### config.mk
export PLATFORM = sky130hd
export DESIGN_NAME = edge_swipe_gesture_detector
export DESIGN_NICKNAME = d
export VERILOG_FILES = /design/src/rtl/esgd_pkg.sv /design/src/rtl/edge_swipe_gesture_detector.sv /design/src/rtl/esgd_front.sv /design/src/rtl/esgd_queue.sv /design/src/rtl/esgd_back.sv
export SDC_FILE = /design/constraint.sdc
export NUM_CORES = 1
export LEC_CHECK = 0
export ABC_CLOCK_PERIOD_IN_PS = 8410
export BUFFER_PORTS_ARGS = -buffer_cell sky130_fd_sc_hd__buf_2
export CAP_MARGIN = 30
export CORE_ASPECT_RATIO = 1.1
export CORE_MARGIN = 4
export CORE_UTILIZATION = 30
export CTS_CLUSTER_SIZE = 10
export DETAILED_ROUTE_END_ITERATION = 16
export GPL_ROUTABILITY_DRIVEN = 0
export SKIP_CTS_REPAIR_TIMING = 1
export SLEW_MARGIN = 20
export SYNTH_ARGS = -nofsm -noshare
export SYNTH_HDL_FRONTEND = slang
export SYNTH_HIERARCHICAL = 1
export SYNTH_SLANG_ARGS = --single-unit
### constraint.sdc
create_clock -name clk -period 8.41 [get_ports clk]
set_input_delay 0.841 -clock clk [delete_from_list [all_inputs] [get_ports clk]]
set_output_delay 0.841 -clock clk [all_outputs]
set_load 0.1 [all_outputs]
### src/rtl/esgd_pkg.sv
// Package for the edge swipe gesture detector.
// Holds register codes, reset values, gesture codes and the configuration struct.
// No dependencies.
`default_nettype none
package esgd_pkg;

	localparam int MAX_FINGERS_DEF = 10;
	localparam int COORD_BITS_DEF  = 12;
	localparam int QUEUE_DEPTH     = 4;
	localparam int REG_BITS        = 12;
	localparam int WIN_BITS        = 16;
	localparam int TIME_BITS       = 32;
	localparam int FINGER_BITS     = 4;
	localparam int DRAG_MIN_TRAVEL = 100;

	localparam logic [2:0] REG_SLIDE_X_START    = 3'd0;
	localparam logic [2:0] REG_SLIDE_X_END      = 3'd1;
	localparam logic [2:0] REG_SLIDE_MIN_TRAVEL = 3'd2;
	localparam logic [2:0] REG_EDGE_Y_LIMIT     = 3'd3;
	localparam logic [2:0] REG_EDGE_AT_HIGH_Y   = 3'd4;
	localparam logic [2:0] REG_SWIPE_WINDOW_MS  = 3'd5;
	localparam logic [2:0] REG_DRAG_START_LIMIT = 3'd6;
	localparam logic [2:0] REG_DRAG_Y_TOLERANCE = 3'd7;

	localparam logic [1:0] GEST_NONE       = 2'd0;
	localparam logic [1:0] GEST_SWIPE_UP   = 2'd1;
	localparam logic [1:0] GEST_SWIPE_DOWN = 2'd2;
	localparam logic [1:0] GEST_DRAG       = 2'd3;

	localparam logic STATUS_OK  = 1'b0;
	localparam logic STATUS_BAD = 1'b1;

	typedef struct packed {
		logic [REG_BITS-1:0] x_start;
		logic [REG_BITS-1:0] x_end;
		logic [REG_BITS-1:0] min_travel;
		logic [REG_BITS-1:0] y_limit;
		logic                at_high_y;
		logic [WIN_BITS-1:0] window_ms;
		logic [REG_BITS-1:0] drag_limit;
		logic [REG_BITS-1:0] y_tol;
	} cfg_t;

	localparam cfg_t CFG_RESET = '{
		x_start:    12'd528,
		x_end:      12'd1340,
		min_travel: 12'd325,
		y_limit:    12'd3,
		at_high_y:  1'b0,
		window_ms:  16'd1999,
		drag_limit: 12'd50,
		y_tol:      12'd100
	};

endpackage
`default_nettype wire

### src/rtl/edge_swipe_gesture_detector.sv
// Top level of the edge swipe gesture detector: register port, front, queue and back.
// Depends on esgd_pkg, esgd_front, esgd_queue and esgd_back.
//
//  port group   direction  handshake                        payload
//  touch in     in         in_valid / in_stall              finger pos_x pos_y touching now_ms
//  gesture out  out        out_valid / out_stall            gesture status
//  registers    in         psel penable pwrite pready       paddr pwdata prdata
//
//  One transaction per cycle unless stalled; path is input register, queue, output register.
//  The per-finger stroke table read-modify-write in the back part sets the rate.
//  Reset clears every stroke's valid and done flags, loads register defaults; no clearing pass.
//  The queue lets the front keep taking input while the output is stalled.
`default_nettype none
module edge_swipe_gesture_detector #(
	parameter int MAX_FINGERS = esgd_pkg::MAX_FINGERS_DEF,
	parameter int COORD_BITS  = esgd_pkg::COORD_BITS_DEF
) (
	input  wire                             clk,
	input  wire                             arst_n,
	input  wire                             psel,
	input  wire                             penable,
	input  wire                             pwrite,
	input  wire [4:0]                       paddr,
	input  wire [31:0]                      pwdata,
	output logic [31:0]                     prdata,
	output logic                            pready,
	input  wire                             in_valid,
	output logic                            in_stall,
	input  wire [esgd_pkg::FINGER_BITS-1:0] finger,
	input  wire [COORD_BITS-1:0]            pos_x,
	input  wire [COORD_BITS-1:0]            pos_y,
	input  wire                             touching,
	input  wire [esgd_pkg::TIME_BITS-1:0]   now_ms,
	output logic                            out_valid,
	input  wire                             out_stall,
	output logic [1:0]                      gesture,
	output logic                            status
);
	import esgd_pkg::*;

	localparam int ENTRY_W = 3 + FINGER_BITS + 2 * COORD_BITS + TIME_BITS;

	cfg_t               cfg_q;
	logic               wr_en;
	logic [2:0]         reg_idx;
	logic               push;
	logic               pop;
	logic               full;
	logic               empty;
	logic [ENTRY_W-1:0] push_data;
	logic [ENTRY_W-1:0] head;

	assign pready  = 1'b1;
	assign reg_idx = paddr[4:2];
	assign wr_en   = psel & penable & pwrite & pready;

	always_ff @(posedge clk or negedge arst_n) begin
		if (!arst_n) begin
			cfg_q <= CFG_RESET;
		end else if (wr_en) begin
			unique case (reg_idx)
				REG_SLIDE_X_START:    cfg_q.x_start    <= pwdata[REG_BITS-1:0];
				REG_SLIDE_X_END:      cfg_q.x_end      <= pwdata[REG_BITS-1:0];
				REG_SLIDE_MIN_TRAVEL: cfg_q.min_travel <= pwdata[REG_BITS-1:0];
				REG_EDGE_Y_LIMIT:     cfg_q.y_limit    <= pwdata[REG_BITS-1:0];
				REG_EDGE_AT_HIGH_Y:   cfg_q.at_high_y  <= pwdata[0];
				REG_SWIPE_WINDOW_MS:  cfg_q.window_ms  <= pwdata[WIN_BITS-1:0];
				REG_DRAG_START_LIMIT: cfg_q.drag_limit <= pwdata[REG_BITS-1:0];
				REG_DRAG_Y_TOLERANCE: cfg_q.y_tol      <= pwdata[REG_BITS-1:0];
			endcase
		end
	end

	always_comb begin
		unique case (reg_idx)
			REG_SLIDE_X_START:    prdata = 32'(cfg_q.x_start);
			REG_SLIDE_X_END:      prdata = 32'(cfg_q.x_end);
			REG_SLIDE_MIN_TRAVEL: prdata = 32'(cfg_q.min_travel);
			REG_EDGE_Y_LIMIT:     prdata = 32'(cfg_q.y_limit);
			REG_EDGE_AT_HIGH_Y:   prdata = 32'(cfg_q.at_high_y);
			REG_SWIPE_WINDOW_MS:  prdata = 32'(cfg_q.window_ms);
			REG_DRAG_START_LIMIT: prdata = 32'(cfg_q.drag_limit);
			REG_DRAG_Y_TOLERANCE: prdata = 32'(cfg_q.y_tol);
		endcase
	end

	esgd_front #(
		.MAX_FINGERS (MAX_FINGERS),
		.COORD_BITS  (COORD_BITS),
		.ENTRY_W     (ENTRY_W)
	) u_front (
		.clk       (clk),
		.arst_n    (arst_n),
		.cfg       (cfg_q),
		.in_valid  (in_valid),
		.in_stall  (in_stall),
		.finger    (finger),
		.pos_x     (pos_x),
		.pos_y     (pos_y),
		.touching  (touching),
		.now_ms    (now_ms),
		.push      (push),
		.full      (full),
		.push_data (push_data)
	);

	esgd_queue #(
		.WIDTH (ENTRY_W),
		.DEPTH (QUEUE_DEPTH)
	) u_queue (
		.clk       (clk),
		.arst_n    (arst_n),
		.push      (push),
		.push_data (push_data),
		.full      (full),
		.pop       (pop),
		.empty     (empty),
		.head      (head)
	);

	esgd_back #(
		.MAX_FINGERS (MAX_FINGERS),
		.COORD_BITS  (COORD_BITS),
		.ENTRY_W     (ENTRY_W)
	) u_back (
		.clk       (clk),
		.arst_n    (arst_n),
		.cfg       (cfg_q),
		.empty     (empty),
		.head      (head),
		.pop       (pop),
		.out_valid (out_valid),
		.out_stall (out_stall),
		.gesture   (gesture),
		.status    (status)
	);

endmodule
`default_nettype wire

### src/rtl/esgd_front.sv
// Front part of the edge swipe gesture detector: input register and classification.
// Flags out-of-range fingers and edge-strip membership, then pushes into the queue.
// Depends on esgd_pkg.
`default_nettype none
module esgd_front #(
	parameter int MAX_FINGERS = esgd_pkg::MAX_FINGERS_DEF,
	parameter int COORD_BITS  = esgd_pkg::COORD_BITS_DEF,
	parameter int ENTRY_W     = 3 + esgd_pkg::FINGER_BITS + 2 * COORD_BITS
		+ esgd_pkg::TIME_BITS
) (
	input  wire                                clk,
	input  wire                                arst_n,
	input  wire esgd_pkg::cfg_t                cfg,
	input  wire                                in_valid,
	output logic                               in_stall,
	input  wire [esgd_pkg::FINGER_BITS-1:0]    finger,
	input  wire [COORD_BITS-1:0]               pos_x,
	input  wire [COORD_BITS-1:0]               pos_y,
	input  wire                                touching,
	input  wire [esgd_pkg::TIME_BITS-1:0]      now_ms,
	output logic                               push,
	input  wire                                full,
	output logic [ENTRY_W-1:0]                 push_data
);
	import esgd_pkg::*;

	localparam int CW = (COORD_BITS > REG_BITS) ? COORD_BITS : REG_BITS;
	typedef logic [CW-1:0] cw_t;

	logic                   valid_s1;
	logic [FINGER_BITS-1:0] finger_s1;
	logic [COORD_BITS-1:0]  x_s1;
	logic [COORD_BITS-1:0]  y_s1;
	logic                   touch_s1;
	logic [TIME_BITS-1:0]   now_s1;
	logic                   accept;
	logic                   oor;
	logic                   y_strip;
	cw_t                    y_ext;
	cw_t                    lim_ext;

	assign in_stall = valid_s1 & full;
	assign accept   = in_valid & ~in_stall;
	assign push     = valid_s1 & ~full;

	always_ff @(posedge clk or negedge arst_n) begin
		if (!arst_n) begin
			valid_s1 <= 1'b0;
		end else begin
			valid_s1 <= accept | (valid_s1 & full);
		end
	end

	always_ff @(posedge clk) begin
		if (accept) begin
			finger_s1 <= finger;
			x_s1      <= pos_x;
			y_s1      <= pos_y;
			touch_s1  <= touching;
			now_s1    <= now_ms;
		end
	end

	always_comb begin
		y_ext   = cw_t'(y_s1);
		lim_ext = cw_t'(cfg.y_limit);
		oor     = 32'(finger_s1) >= MAX_FINGERS;
		y_strip = cfg.at_high_y ? (y_ext >= lim_ext) : (y_ext <= lim_ext);
	end

	assign push_data = {oor, y_strip, touch_s1, finger_s1, x_s1, y_s1, now_s1};

endmodule
`default_nettype wire

### src/rtl/esgd_queue.sv
// Short first-in first-out queue between the front and back parts.
// Register-based storage; no package dependencies.
`default_nettype none
module esgd_queue #(
	parameter int WIDTH = 8,
	parameter int DEPTH = 4
) (
	input  wire              clk,
	input  wire              arst_n,
	input  wire              push,
	input  wire [WIDTH-1:0]  push_data,
	output logic             full,
	input  wire              pop,
	output logic             empty,
	output logic [WIDTH-1:0] head
);
	localparam int AW = (DEPTH > 1) ? $clog2(DEPTH) : 1;

	logic [WIDTH-1:0] mem_q [DEPTH];
	logic [AW-1:0]    wr_q;
	logic [AW-1:0]    rd_q;
	logic [AW:0]      cnt_q;

	assign full  = cnt_q == (AW + 1)'(DEPTH);
	assign empty = cnt_q == '0;
	assign head  = mem_q[rd_q];

	always_ff @(posedge clk or negedge arst_n) begin
		if (!arst_n) begin
			wr_q  <= '0;
			rd_q  <= '0;
			cnt_q <= '0;
		end else begin
			if (push) begin
				wr_q <= (wr_q == AW'(DEPTH - 1)) ? '0 : wr_q + 1'b1;
			end
			if (pop) begin
				rd_q <= (rd_q == AW'(DEPTH - 1)) ? '0 : rd_q + 1'b1;
			end
			cnt_q <= cnt_q + (AW + 1)'(push) - (AW + 1)'(pop);
		end
	end

	always_ff @(posedge clk) begin
		if (push) begin
			mem_q[wr_q] <= push_data;
		end
	end

	assert property (@(posedge clk) disable iff (!arst_n) push |-> !full)
		else $error("queue written while full");
	assert property (@(posedge clk) disable iff (!arst_n) pop |-> !empty)
		else $error("queue read while empty");
	assert property (@(posedge clk) disable iff (!arst_n)
		(push && !pop) |=> !empty)
		else $error("queue lost a transaction");

endmodule
`default_nettype wire

### src/rtl/esgd_back.sv
// Back part of the edge swipe gesture detector: per-finger stroke table and output register.
// Pops one classified transaction a cycle unless stalled; updates table, registers result.
// Depends on esgd_pkg.
`default_nettype none
module esgd_back #(
	parameter int MAX_FINGERS = esgd_pkg::MAX_FINGERS_DEF,
	parameter int COORD_BITS  = esgd_pkg::COORD_BITS_DEF,
	parameter int ENTRY_W     = 3 + esgd_pkg::FINGER_BITS + 2 * COORD_BITS
		+ esgd_pkg::TIME_BITS
) (
	input  wire                 clk,
	input  wire                 arst_n,
	input  wire esgd_pkg::cfg_t cfg,
	input  wire                 empty,
	input  wire [ENTRY_W-1:0]   head,
	output logic                pop,
	output logic                out_valid,
	input  wire                 out_stall,
	output logic [1:0]          gesture,
	output logic                status
);
	import esgd_pkg::*;

	localparam int CW    = (COORD_BITS > REG_BITS) ? COORD_BITS : REG_BITS;
	localparam int IDX_W = (MAX_FINGERS > 1) ? $clog2(MAX_FINGERS) : 1;
	typedef logic [CW-1:0] cw_t;

	logic                   valid_q [MAX_FINGERS];
	logic                   done_q  [MAX_FINGERS];
	logic [COORD_BITS-1:0]  sx_q    [MAX_FINGERS];
	logic [COORD_BITS-1:0]  sy_q    [MAX_FINGERS];
	logic [TIME_BITS-1:0]   st_q    [MAX_FINGERS];

	logic                   out_valid_q;
	logic [1:0]             gesture_q;
	logic                   status_q;

	logic                   h_oor;
	logic                   h_ystrip;
	logic                   h_touch;
	logic [FINGER_BITS-1:0] h_finger;
	logic [COORD_BITS-1:0]  h_x;
	logic [COORD_BITS-1:0]  h_y;
	logic [TIME_BITS-1:0]   h_now;
	logic [IDX_W-1:0]       idx;

	cw_t                    x;
	cw_t                    y;
	cw_t                    sx;
	cw_t                    sy;
	cw_t                    xs;
	cw_t                    xe;
	cw_t                    off;
	cw_t                    tol;
	cw_t                    lim;
	cw_t                    dy;
	cw_t                    dx;
	logic [TIME_BITS-1:0]   elapsed;
	logic                   cur_valid;
	logic                   cur_done;
	logic                   sy_strip;
	logic                   swipe;
	logic                   drag;

	logic                   clear;
	logic                   start;
	logic                   set_done;
	logic [1:0]             g;

	assign {h_oor, h_ystrip, h_touch, h_finger, h_x, h_y, h_now} = head;
	assign idx = h_finger[IDX_W-1:0];

	assign pop       = ~empty & (~out_valid_q | ~out_stall);
	assign out_valid = out_valid_q;
	assign gesture   = gesture_q;
	assign status    = status_q;

	always_comb begin
		cur_valid = valid_q[idx];
		cur_done  = done_q[idx];
		x   = cw_t'(h_x);
		y   = cw_t'(h_y);
		sx  = cw_t'(sx_q[idx]);
		sy  = cw_t'(sy_q[idx]);
		xs  = cw_t'(cfg.x_start);
		xe  = cw_t'(cfg.x_end);
		off = cw_t'(cfg.min_travel);
		tol = cw_t'(cfg.y_tol);
		lim = cw_t'(cfg.y_limit);
		dy  = (sy > y) ? sy - y : y - sy;
		dx  = (x > sx) ? x - sx : sx - x;
		elapsed  = h_now - st_q[idx];
		sy_strip = cfg.at_high_y ? (sy >= lim) : (sy <= lim);
		swipe = sy_strip && x >= xs && x <= xe &&
			((x > sx && (x - xs) > off) || (x < sx && (xe - x) > off)) && dx > off;
		drag  = sx <= cw_t'(cfg.drag_limit) && sy != '0 && x > sx && dy < tol &&
			(x - sx) > cw_t'(DRAG_MIN_TRAVEL);

		clear    = 1'b0;
		start    = 1'b0;
		set_done = 1'b0;
		g        = GEST_NONE;
		priority if (h_oor) begin
		end else if (!h_touch) begin
			clear = 1'b1;
		end else if (!cur_valid) begin
			start = 1'b1;
		end else if (!h_ystrip && sy_strip) begin
			clear = 1'b1;
		end else if (y != '0 && dy > tol) begin
			clear = 1'b1;
		end else if (swipe) begin
			if (!cur_done && elapsed <= TIME_BITS'(cfg.window_ms)) begin
				g        = (sx < x) ? GEST_SWIPE_UP : GEST_SWIPE_DOWN;
				set_done = 1'b1;
			end
		end else if (drag) begin
			if (!cur_done) begin
				g        = GEST_DRAG;
				set_done = 1'b1;
			end
		end else begin
		end
	end

	always_ff @(posedge clk or negedge arst_n) begin
		if (!arst_n) begin
			for (int i = 0; i < MAX_FINGERS; i++) begin
				valid_q[i] <= 1'b0;
				done_q[i]  <= 1'b0;
			end
			out_valid_q <= 1'b0;
		end else begin
			if (pop) begin
				if (clear) begin
					valid_q[idx] <= 1'b0;
					done_q[idx]  <= 1'b0;
				end else if (start) begin
					valid_q[idx] <= 1'b1;
					done_q[idx]  <= 1'b0;
				end else if (set_done) begin
					done_q[idx]  <= 1'b1;
				end
				out_valid_q <= 1'b1;
			end else if (!out_stall) begin
				out_valid_q <= 1'b0;
			end
		end
	end

	always_ff @(posedge clk) begin
		if (pop) begin
			gesture_q <= g;
			status_q  <= h_oor ? STATUS_BAD : STATUS_OK;
			if (start) begin
				sx_q[idx] <= h_x;
				sy_q[idx] <= h_y;
				st_q[idx] <= h_now;
			end
		end
	end

	assert property (@(posedge clk) disable iff (!arst_n)
		(out_valid_q && status_q == STATUS_BAD) |-> gesture_q == GEST_NONE)
		else $error("gesture reported for a bad finger id");
	assert property (@(posedge clk) disable iff (!arst_n)
		(pop && !h_oor && !h_touch) |=> !valid_q[$past(idx)])
		else $error("lift did not clear the stroke");
	assert property (@(posedge clk) disable iff (!arst_n)
		(pop && g != GEST_NONE) |=> done_q[$past(idx)])
		else $error("gesture reported without marking the stroke done");
	assert property (@(posedge clk) disable iff (!arst_n)
		(pop && !h_oor && h_touch && !cur_valid) |=> valid_q[$past(idx)])
		else $error("first touch did not open a stroke");

endmodule
`default_nettype wire
---- Yosys cells after proc, flatten, opt, wreduce, memory -nomap -nowiden ----
Memories as Yosys holds them, arrays and structs flattened.
Index checks and enable logic that the tools add are counted.
storage, ports and cells
  register bits after elaboration ......... 182
  memory bits (writable) .................. 812
  bits of input ports ..................... 105
  output and inout port bits .............. 38
  memories ................................ 4
cells by class
  add/subtract/negate cells ............... 11
  order comparisons ....................... 21
  equality and inequality tests ........... 11
  muxes and demuxes ....................... 50
  bitwise logic cells ..................... 21
  reduce and logical (&&, ||, !) cells .... 34
memories
  name           depth  bits a word  rd ports  clocked after Yosys merged registers in  wr ports  RTL line          text
  u_back.st_q    10     32           1         0                                        1         esgd_back.sv:32   logic [TIME_BITS-1:0] st_q [MAX_FINGERS];
  u_queue.mem_q  4      63           1         0                                        1         esgd_queue.sv:19  logic [WIDTH-1:0] mem_q [DEPTH];
  u_back.sx_q    10     12           1         0                                        1         esgd_back.sv:30   logic [COORD_BITS-1:0] sx_q [MAX_FINGERS];
  u_back.sy_q    10     12           1         0                                        1         esgd_back.sv:31   logic [COORD_BITS-1:0] sy_q [MAX_FINGERS];
operator list
  operator               count
  $pmux W32 S8           1
  $gt A12 B12 Y1         6
  $sub A12 B12 Y12       6
  $mux W10               5
  $le A12 B12 Y1         4
  $ge A12 B12 Y1         3
  $lt A12 B12 Y1         3
  $le A32 B16 Y1         1
  $mux W1                32
  $sub A32 B32 Y32       1
  $mux W12               2
  $reduce_bool A12 Y1    2
  $and A10 B10 Y10       2
  $or A10 B10 Y10        2
  $reduce_and A2 Y1      10
  $eq A3 B3 Y1 const B   5
  $logic_and A1 B1 Y1    14
  $mux W2                7
  $gt A12 B7 Y1 const B  1
  $not A10 Y10           1
  $bmux W1 S4            2
  $not A1 Y1             7
  $and A1 B1 Y1          6
  $eq A3 B2 Y1 const B   2
  other kinds (18)       23

---- Logic depth before layout (Yosys ltp) ----
Gate-level depths: netlist of the first run.
An unclocked memory read counts as a cell.
  depth after elaboration ................. 17
  gate-level depth with buffers ........... 36

---- Cells and area by module ----
The synthesis of the first run kept the hierarchy.
by module, submodules not included
  module                       instances  cells an instance  area each (um2)  seq. area each (um2)
  esgd_back                    1          2159               30215.2          17431.7
  esgd_queue                   1          365                9504.1           7742.4
  edge_swipe_gesture_detector  1          335                4361.7           2263.4
  esgd_front                   1          114                2234.6           1856.8

---- Worst setup path after synthesis of the first run ----
OpenSTA, ideal clock, no wires.
  path type ............................... reg2reg
  start ................................... register u_queue.rd_q[1]
  end ..................................... register with a tool-made name
  library setup time ...................... 0.086 ns
  arrival time ............................ 7.065 ns
  data required time ...................... 8.324 ns
  setup slack ............................. 1.259 ns
  stages on the path, launching flop included .. 35
  cell sequence ........................... dfrtp_1 -> buf_2 -> buf_2 -> mux4_2 -> buf_6 -> buf_6 -> buf_6 -> buf_4 -> buf_2 -> mux4_2 -> mux2_2 -> o21ai_0 -> ha_1 -> inv_1 -> fa_1 -> a21o_1 -> a21o_1 -> a21o_1 -> a21o_1 -> a21o_1 -> a21oi_1 -> nor2_1 -> nor3_1 -> a21oi_1 -> xor2_1 -> ha_1 -> and3_1 -> and3_1 -> a21oi_1 -> nand4_1 -> nor3_1 -> nand3_1 -> nor4_4 -> nor3_1 -> nor3_1
RTL lines
  element                 RTL line          text
  from (decl)             esgd_queue.sv:21  logic [AW-1:0] rd_q;
  from (signal assigned)  esgd_queue.sv:38  rd_q <= (rd_q == AW'(DEPTH - 1)) ? '0 : rd_q + 1'b1;

==> impl_summary.log, run 1 <==
INFO  metric crit_path_start_kind = register
INFO  metric synth_sequential_area_ratio = 63.2%
INFO  metric critical-path-max-stage-delay = around 0.90 ns
INFO  metric ys_ff_latch = between 900 and 1,000
INFO  metric cts_tree = done
INFO  metric std_cell_rows = 150
INFO  metric maxCapViolations = 0
INFO  metric grt_first_pass_wirelength = 171,000 µm
INFO  metric worst_ep_required_time = 9.04 ns
INFO  metric mappedNetlistArea = 0.0463 mm²
INFO  metric synth_ff_type = sky130_fd_sc_hd__edfxtp_1
INFO  metric post-synth-top-area-cell = sky130_fd_sc_hd__edfxtp_1
INFO  metric synthDistinctLibCells = 102
INFO  metric finalHoldViolations = 0
INFO  metric critical_path.reg2reg.startpoint = u_queue/rd_q[0]$_DFFE_PN0P_
INFO  metric drt_pre_antenna_iters = 7
INFO  metric wl = 116,000 µm
INFO  metric dpl_worst_slack = 0.275 ns
INFO  metric ys_warn_count = 6
INFO  metric number_of_synthesized_flops_with_an_enable_pin = 876
INFO  metric cts_inserted_buffers = 111
INFO  metric path_common_cell = sky130_fd_sc_hd__a21o_1
INFO  metric grt_max_degree = 62
INFO  metric max_slew.worst_pin.slew = 1.08 ns
INFO  metric finalClockSkew = 0.0608 ns
INFO  metric first_global_vias = ~26,000
INFO  metric critical_path_class = reg -> reg
INFO  metric timing.critical_path.max_delay_family = simple AND/OR/NAND/NOR gates
INFO  metric outcome = complete, no violations
INFO  metric worst_slew_margin_rel = 27.4%
INFO  metric clock_path_buffers = 3
INFO  metric area_growth_syn_to_layout = 13.5%
INFO  metric grt.overflow.total = 0
INFO  metric layout-drive-gt1-share = 20.3%
INFO  metric clkSinkCount = roughly 1,000
INFO  metric worst_slack = between 0.4 and 0.5 ns
INFO  metric buffer_ports.inserted = 107
INFO  metric die-area = 0.161 mm²
INFO  metric core = 0.153 mm²
INFO  metric start_util = 30.3%
INFO  metric fin_setup_tns = 0 ns
INFO  metric worst-path-max-fanout = 16
INFO  metric global_route.usage.total = 14.1%
INFO  metric cell_count_after_synthesis = slightly below 3,000
INFO  metric synth_top_cells_by_area = sky130_fd_sc_hd__edfxtp_1 57%, sky130_fd_sc_hd__mux4_2 8.6%, sky130_fd_sc_hd__ha_1 5.7%, sky130_fd_sc_hd__dfrtp_1 4.8%, sky130_fd_sc_hd__mux2_2 2.1%
INFO  metric die_y = roughly 420 µm
INFO  metric dp_hpwl = 77,500 µm
INFO  metric timing.critical_path.arrival = 8.55 ns
INFO  metric design.final.nets = 3,465
INFO  metric fin_crit_period = a little under 8 ns
INFO  metric asyncSetResetFlopFracSynth = 11.9%
INFO  metric cell_type_of_the_slowest_stage_on_the_worst_timing_path = sky130_fd_sc_hd__mux4_4
INFO  metric rrSetupSlack = 0.49 ns
INFO  metric insertion_delay_to_the_later_sink_of_the_worst_skew_pair = 0.74 ns
INFO  metric synth_top_cells_by_count = 876 x sky130_fd_sc_hd__edfxtp_1, 210 x sky130_fd_sc_hd__ha_1, 176 x sky130_fd_sc_hd__mux4_2, 174 x sky130_fd_sc_hd__inv_1, 152 x sky130_fd_sc_hd__nand2_1
INFO  metric grt_setup_unrepaired = false
INFO  metric max_clock_freq = 126 MHz
INFO  metric final-setup-viol-count = 0
INFO  metric synthDominantCellAreaShare = 56.8%
INFO  metric clock-root-buffer = sky130_fd_sc_hd__clkbuf_16
INFO  metric ctsHtreeMaxLevel = 3
INFO  metric hp-class = in -> async
INFO  metric remaining_drc_errors = 0
INFO  metric critical_path.endpoint_type = register
INFO  metric synth_area_per_cell = 15.6 µm²
INFO  metric cts.reportedPaths.clkPinSlew = 0.06 ns
INFO  metric post-synth-top-count-cell = sky130_fd_sc_hd__edfxtp_1
INFO  metric vias = between 20,000 and 30,000
INFO  metric die_w = approximately 380 µm
INFO  metric detail-route-antenna-nets = 0
INFO  metric io_pins = 143
INFO  metric routed_wire_length_per_instance = 22.0 µm
INFO  metric drtIter0Drc = 1,888
INFO  metric timing.reg2reg.worst_path_depth = 28
INFO  metric antenna_found_initial = 6
INFO  metric finalMaxSlewViolations = 0
INFO  metric worstPathBufferInverterCount = 3
INFO  metric final_cycle_share = 94.2%
INFO  metric routed_via_density = 4.98
-- flip-flops by register name, summed over array words and instances (netlist names), named ones only --
register,cells
u_back/st_q,320
u_front/valid_s1,1
u_queue/mem_q,252
u_front/now_s1,32
u_queue/rd_q,2
u_back/sx_q,120
u_back/sy_q,120
u_queue/wr_q,2
u_queue/cnt_q,3
u_front/touch_s1,1
u_back/status,1
u_front/x_s1,12
u_front/y_ext,12
u_front/finger_s1,4
u_back/gesture,2
u_back/out_valid,1
cfg_q,89
-- metal layers --
metal / up-vias / global-route usage (%) / wire length, µm
met5: - / 0 / 9
met4: 2 / 4.30 / 3280
met3: 175 / 2.52 / 5830
met2: 690 / 23.7 / 56500
met1: 13500 / 18.7 / 50100
li1: 11800 / - / -
-- cell families after synthesis --
group,count (synthesis),synth area share [%]
flops,994,63.2
simple gates,485,5.26
compound gates,476,6.59
mux,415,14.1
buf+inv,313,3.43
fa+ha+maj,218,6.02
xor+xnor,70,1.32
other cells,2,0.0162
-- worst register-to-register path, delay by kind of cell, from the launching register on --
kind                       cells  cell delay (ns)
buffers and inverters          3             0.73
DFF                            1             0.67
and+or+nand+nor               10             2.10
AOI/OAI and AO/OA              9             1.82
adders and majority gates      2             0.73
xor gates and xnor gates       1             0.15
muxes                          3             1.62
-- worst max-delay path by stage --
stage                           startpoint  endpoint  slack [ns]  cells past startpoint
6_report       u_queue/rd_q[0]$_DFFE_PN0P_  register        0.49                     28
5_1_grt        u_queue/rd_q[0]$_DFFE_PN0P_  register        0.06                     28
4_1_cts        u_queue/rd_q[0]$_DFFE_PN0P_  register        0.22                     28
3_5_place_dp   u_queue/rd_q[0]$_DFFE_PN0P_  register        0.27                     28
3_3_place_gp   u_queue/rd_q[0]$_DFFE_PN0P_  register        0.34                     28
2_1_floorplan  u_queue/rd_q[1]$_DFFE_PN0P_  register        1.26                     34
-- cell usage in the layout (no fill, tap or decap), types with 19 or more instances in the layout --
| cell | count |
|---|---|
| sky130_fd_sc_hd__nor2b_1 | 26 |
| sky130_fd_sc_hd__inv_1 | 174 |
| sky130_fd_sc_hd__xor2_1 | 25 |
| sky130_fd_sc_hd__nand2b_1 | 20 |
| sky130_fd_sc_hd__dfrtp_1 | 87 |
| sky130_fd_sc_hd__nand2_1 | 152 |
| sky130_fd_sc_hd__nor3_1 | 37 |
| sky130_fd_sc_hd__nor2_1 | 87 |
| sky130_fd_sc_hd__a21oi_1 | 138 |
| sky130_fd_sc_hd__edfxtp_1 | 876 |
| sky130_fd_sc_hd__dfstp_2 | 29 |
| sky130_fd_sc_hd__xnor2_1 | 45 |
| sky130_fd_sc_hd__nand4_1 | 35 |
| sky130_fd_sc_hd__o21ai_0 | 134 |
| sky130_fd_sc_hd__mux2_1 | 57 |
| sky130_fd_sc_hd__nand3_1 | 42 |
| sky130_fd_sc_hd__clkbuf_16 | 111 |
| sky130_fd_sc_hd__mux2i_1 | 96 |
| sky130_fd_sc_hd__mux2_2 | 86 |
| sky130_fd_sc_hd__buf_4 | 59 |
| sky130_fd_sc_hd__mux4_2 | 173 |
| sky130_fd_sc_hd__clkbuf_1 | 49 |
| sky130_fd_sc_hd__buf_2 | 107 |
| sky130_fd_sc_hd__a211oi_1 | 19 |
| sky130_fd_sc_hd__a21o_1 | 39 |
| sky130_fd_sc_hd__ha_1 | 210 |
-- area by class of cell --
cell class,instances,area [µm²]
Antenna cell,2,5.00
Clock inverter,13,265
Tap cell,2052,2570
Timing Repair Buffer,176,1180
Sequential cell,994,29300
Fill cell,14700,100000
Inverter,177,664
Clock buffer,161,2980
Multi-Input combinational cell,1682,15600
-- through the flow --
step | instance area [µm²] | hold WS (ns) | utilization (%) | instances
6_report | 52600 | 0.0391 | 34.4 | 5257
5_1_grt | 52600 | 0.0137 | 34.4 | 5255
4_1_cts | 52500 | -0.0133 | 34.4 | 5252
3_5_place_dp | 49300 | 0.483 | 32.3 | 5078
3_3_place_gp | 49300 | 0.472 | 32.2 | 5077
2_1_floorplan | 46400 | 0.456 | - | 2988
Power of run 1 is not shown: default switching activity piles up to over one toggle a cycle in this logic, so the estimate is an artifact.
==> inputs of run 2 (changes only) <==
--- a/config.mk
+++ b/config.mk
@@ -12,3 +12,3 @@
 export CORE_MARGIN = 4
-export CORE_UTILIZATION = 30
+export CORE_UTILIZATION = 55
 export CTS_CLUSTER_SIZE = 10
@@ -16,2 +16,3 @@
 export GPL_ROUTABILITY_DRIVEN = 0
+export PLACE_DENSITY = 0.72
 export SKIP_CTS_REPAIR_TIMING = 1
==> constraint.sdc (replaced) <==
create_clock -name clk -period 8.41 [get_ports clk]
set_input_delay 0.4205 -clock clk [delete_from_list [all_inputs] [get_ports clk]]
set_output_delay 0.4205 -clock clk [all_outputs]
set_load 0.1 [all_outputs]
==> run 2 against run 1 <==
Effect of this change:
- via count grew 3.9%
- cell count shrank 16%
- clock skew shrank 0.0081 ns
- first-iteration DRC count grew 46%
- die area shrank 45%
- critical path type unchanged
==> impl_summary.log, run 2 (synthesis gave the netlist of run 1 again) <==
INFO  metric outcome = complete, no violations
INFO  metric largest_register_ffs = 320
INFO  metric buffer_ports.inserted = approximately 110
INFO  metric io_pins = 143
INFO  metric max_slew.worst_pin.slew = around 1.0 ns
INFO  metric timing.critical_path.arrival = 8.51 ns
INFO  metric crit_path_start_kind = register
INFO  metric insertion_delay_to_the_later_sink_of_the_worst_skew_pair = between 0.7 and 0.8 ns
INFO  metric finalMaxSlewViolations = 0
INFO  metric gr-usage-met2 = 41.8%
INFO  metric dpl_worst_slack = between 0.4 and 0.5 ns
INFO  metric fin_setup_tns = 0 ns
INFO  metric worst-path-max-fanout = 18
INFO  metric core = around 0.083 mm²
INFO  metric grt_max_degree = 84
INFO  metric timing.hold.worst_endpoint = cfg_q[39]$_DFFE_PN0P_
INFO  metric layout-drive-gt1-share = about a fifth
INFO  metric final-setup-viol-count = 0
INFO  metric cell_type_of_the_slowest_stage_on_the_worst_timing_path = sky130_fd_sc_hd__mux4_4
INFO  metric routed_via_density = between 6 and 7
INFO  metric die-area = 0.0889 mm²
INFO  metric die_w = 285 µm
INFO  metric fin_crit_period = 7.89 ns
INFO  metric worst_slack = 0.517 ns
INFO  metric wl = 112,000 µm
INFO  metric grt_first_pass_wirelength = between 150,000 and 200,000 µm
INFO  metric worstPathBufferInverterCount = 3
INFO  metric timing.reg2reg.worst_path_depth = 25
INFO  metric timing.critical_path.max_delay_family = simple AND/OR/NAND/NOR gates
INFO  metric worst_ep_required_time = 9.03 ns
INFO  metric start_util = a little under three fifths
INFO  metric design.final.nets = 3,531
INFO  metric met3_use_gr = 3.60%
INFO  metric drt_pre_antenna_iters = 9
INFO  metric number_of_stages_on_the_worst_hold_path = 2
INFO  metric worst_slew_margin_rel = roughly 32%
INFO  metric final_core_utilization = 62.6%
INFO  metric top_register = u_back/st_q
INFO  metric grt.overflow.total = 0
INFO  metric clkSinkCount = 994
INFO  metric vias = 27,200
INFO  metric reg_top3 = u_back/st_q: 320 flops, u_queue/mem_q: 252 flops
INFO  metric cts.reportedPaths.clkPinSlew = 0.06 ns
INFO  metric layout.cells.most_common_list = 876 x sky130_fd_sc_hd__edfxtp_1, 210 x sky130_fd_sc_hd__ha_1, 174 x sky130_fd_sc_hd__mux4_2, 174 x sky130_fd_sc_hd__inv_1, 152 x sky130_fd_sc_hd__nand2_1
INFO  metric drtIter0Drc = 2,765
INFO  metric path_common_cell = sky130_fd_sc_hd__nor3_1
INFO  metric groute.layer.met1.usage = between 30 and 40%
INFO  metric routed_wire_length_per_instance = 25.5 µm
INFO  metric critical-path-max-stage-delay = roughly 0.87 ns
INFO  metric critical_path.endpoint_type = register
INFO  metric hold_start = pwdata[15]
INFO  metric clock_path_buffers = 3
INFO  metric final_cycle_share = 93.9%
INFO  metric detail-route-antenna-nets = 0
INFO  metric std_cell_rows = 111
INFO  metric critical_path_class = reg -> reg
INFO  metric remaining_drc_errors = 0
INFO  metric global_route.usage.total = between 20% and 30%
INFO  metric cts_tree = done
INFO  metric ctsHtreeMaxLevel = 3
INFO  metric diodes = 0
INFO  metric rrSetupSlack = 0.52 ns
INFO  metric finalClockSkew = ~0.053 ns
INFO  metric clock-root-buffer = sky130_fd_sc_hd__clkbuf_16
INFO  metric maxCapViolations = 0
INFO  metric cts_inserted_buffers = 111
INFO  metric dp_hpwl = 73,900 µm
INFO  metric max_clock_freq = roughly 130 MHz
INFO  metric top_usage_layer = met2
INFO  metric grt_setup_unrepaired = false
INFO  metric layout.cells.most_common = sky130_fd_sc_hd__edfxtp_1
INFO  metric first_global_vias = around 28,000
INFO  metric cp.depth = 25
INFO  metric antenna_found_initial = 2
INFO  metric die_y = 312 µm
INFO  metric critical_path.reg2reg.startpoint = u_queue/mem_q[3][56]$_DFFE_PP_
INFO  metric finalHoldViolations = 0
INFO  metric area_growth_syn_to_layout = 12.9%
INFO  metric hp-class = in -> reg
run 2: changes by cell type in the layout (fill, tap and decap cells not counted), moves of 2 or more:
cell and change:
sky130_fd_sc_hd__buf_12 -4, sky130_fd_sc_hd__buf_16 +9, sky130_fd_sc_hd__buf_4 -6, sky130_fd_sc_hd__clkbuf_1 +15, sky130_fd_sc_hd__clkbuf_8 +3, sky130_fd_sc_hd__clkinv_1 -2, sky130_fd_sc_hd__diode_2 -2, sky130_fd_sc_hd__dlygate4sd3_1 +67
run 2: area by class of cell:
class                           count  area, µm²
Fill cell                        5797      31200
Sequential cell                   994      29300
Multi-Input combinational cell   1682      15600
Clock buffer                      179       3070
Timing Repair Buffer              242       1980
Tap cell                         1130       1410
Inverter                          177        664
Clock inverter                     10        231
run 2: worst reg2reg max path, cell delays in order (launching register included):
cell and delay (ns):
sky130_fd_sc_hd__edfxtp_1 0.54, sky130_fd_sc_hd__mux4_4 0.87, sky130_fd_sc_hd__buf_4 0.30, sky130_fd_sc_hd__mux4_2 0.42, sky130_fd_sc_hd__mux2_2 0.28, sky130_fd_sc_hd__o21ai_0 0.46, sky130_fd_sc_hd__inv_1 0.19, sky130_fd_sc_hd__ha_1 0.53
sky130_fd_sc_hd__nand4_1 0.21, sky130_fd_sc_hd__a211oi_2 0.24, sky130_fd_sc_hd__a2111oi_2 0.11, sky130_fd_sc_hd__nor2_4 0.42, sky130_fd_sc_hd__mux2_2 0.41, sky130_fd_sc_hd__xor2_1 0.15, sky130_fd_sc_hd__ha_1 0.31, sky130_fd_sc_hd__a21o_1 0.12
sky130_fd_sc_hd__a21oi_1 0.06, sky130_fd_sc_hd__o21ai_0 0.18, sky130_fd_sc_hd__a221o_1 0.18, sky130_fd_sc_hd__nand4_1 0.29, sky130_fd_sc_hd__nor3_1 0.29, sky130_fd_sc_hd__buf_4 0.17, sky130_fd_sc_hd__nand3_1 0.11, sky130_fd_sc_hd__nor4_4 0.68
sky130_fd_sc_hd__nor3_1 0.11, sky130_fd_sc_hd__nor3_1 0.19
run 2: metal layers:
metal	share of wire [%]	vias up	wire [µm]
li1	-	11900	-
met1	40	13800	44600
met2	50	1176	56100
met3	6.9	252	7770
met4	3.5	2	3990
met5	0.012	-	13
run 2: worst max-delay path by stage:
| stage | to | slack [ns] | start |
|---|---|---|---|
| 6_report | register | 0.52 | u_queue/mem_q[3][56]$_DFFE_PP_ |
| 3_5_place_dp | register | 0.46 | u_queue/rd_q[0]$_DFFE_PN0P_ |
| 4_1_cts | register | 0.37 | u_queue/rd_q[0]$_DFFE_PN0P_ |
| 3_3_place_gp | register | 0.66 | u_queue/rd_q[0]$_DFFE_PN0P_ |
| 5_1_grt | register | 0.06 | u_queue/mem_q[3][56]$_DFFE_PP_ |
| 2_1_floorplan | register | 1.26 | u_queue/rd_q[1]$_DFFE_PN0P_ |
run 2: metrics by stage:
stage,hold WS (ns),area [µm²],cells
floorplan,0.125,46400,2988
global placement,0.467,48000,4147
detailed placement,0.487,48200,4155
CTS,-0.221,51500,4344
global route,0.0288,52300,4414
finish,0.0740,52300,4414
Power of run 2 is left out for the same reason.
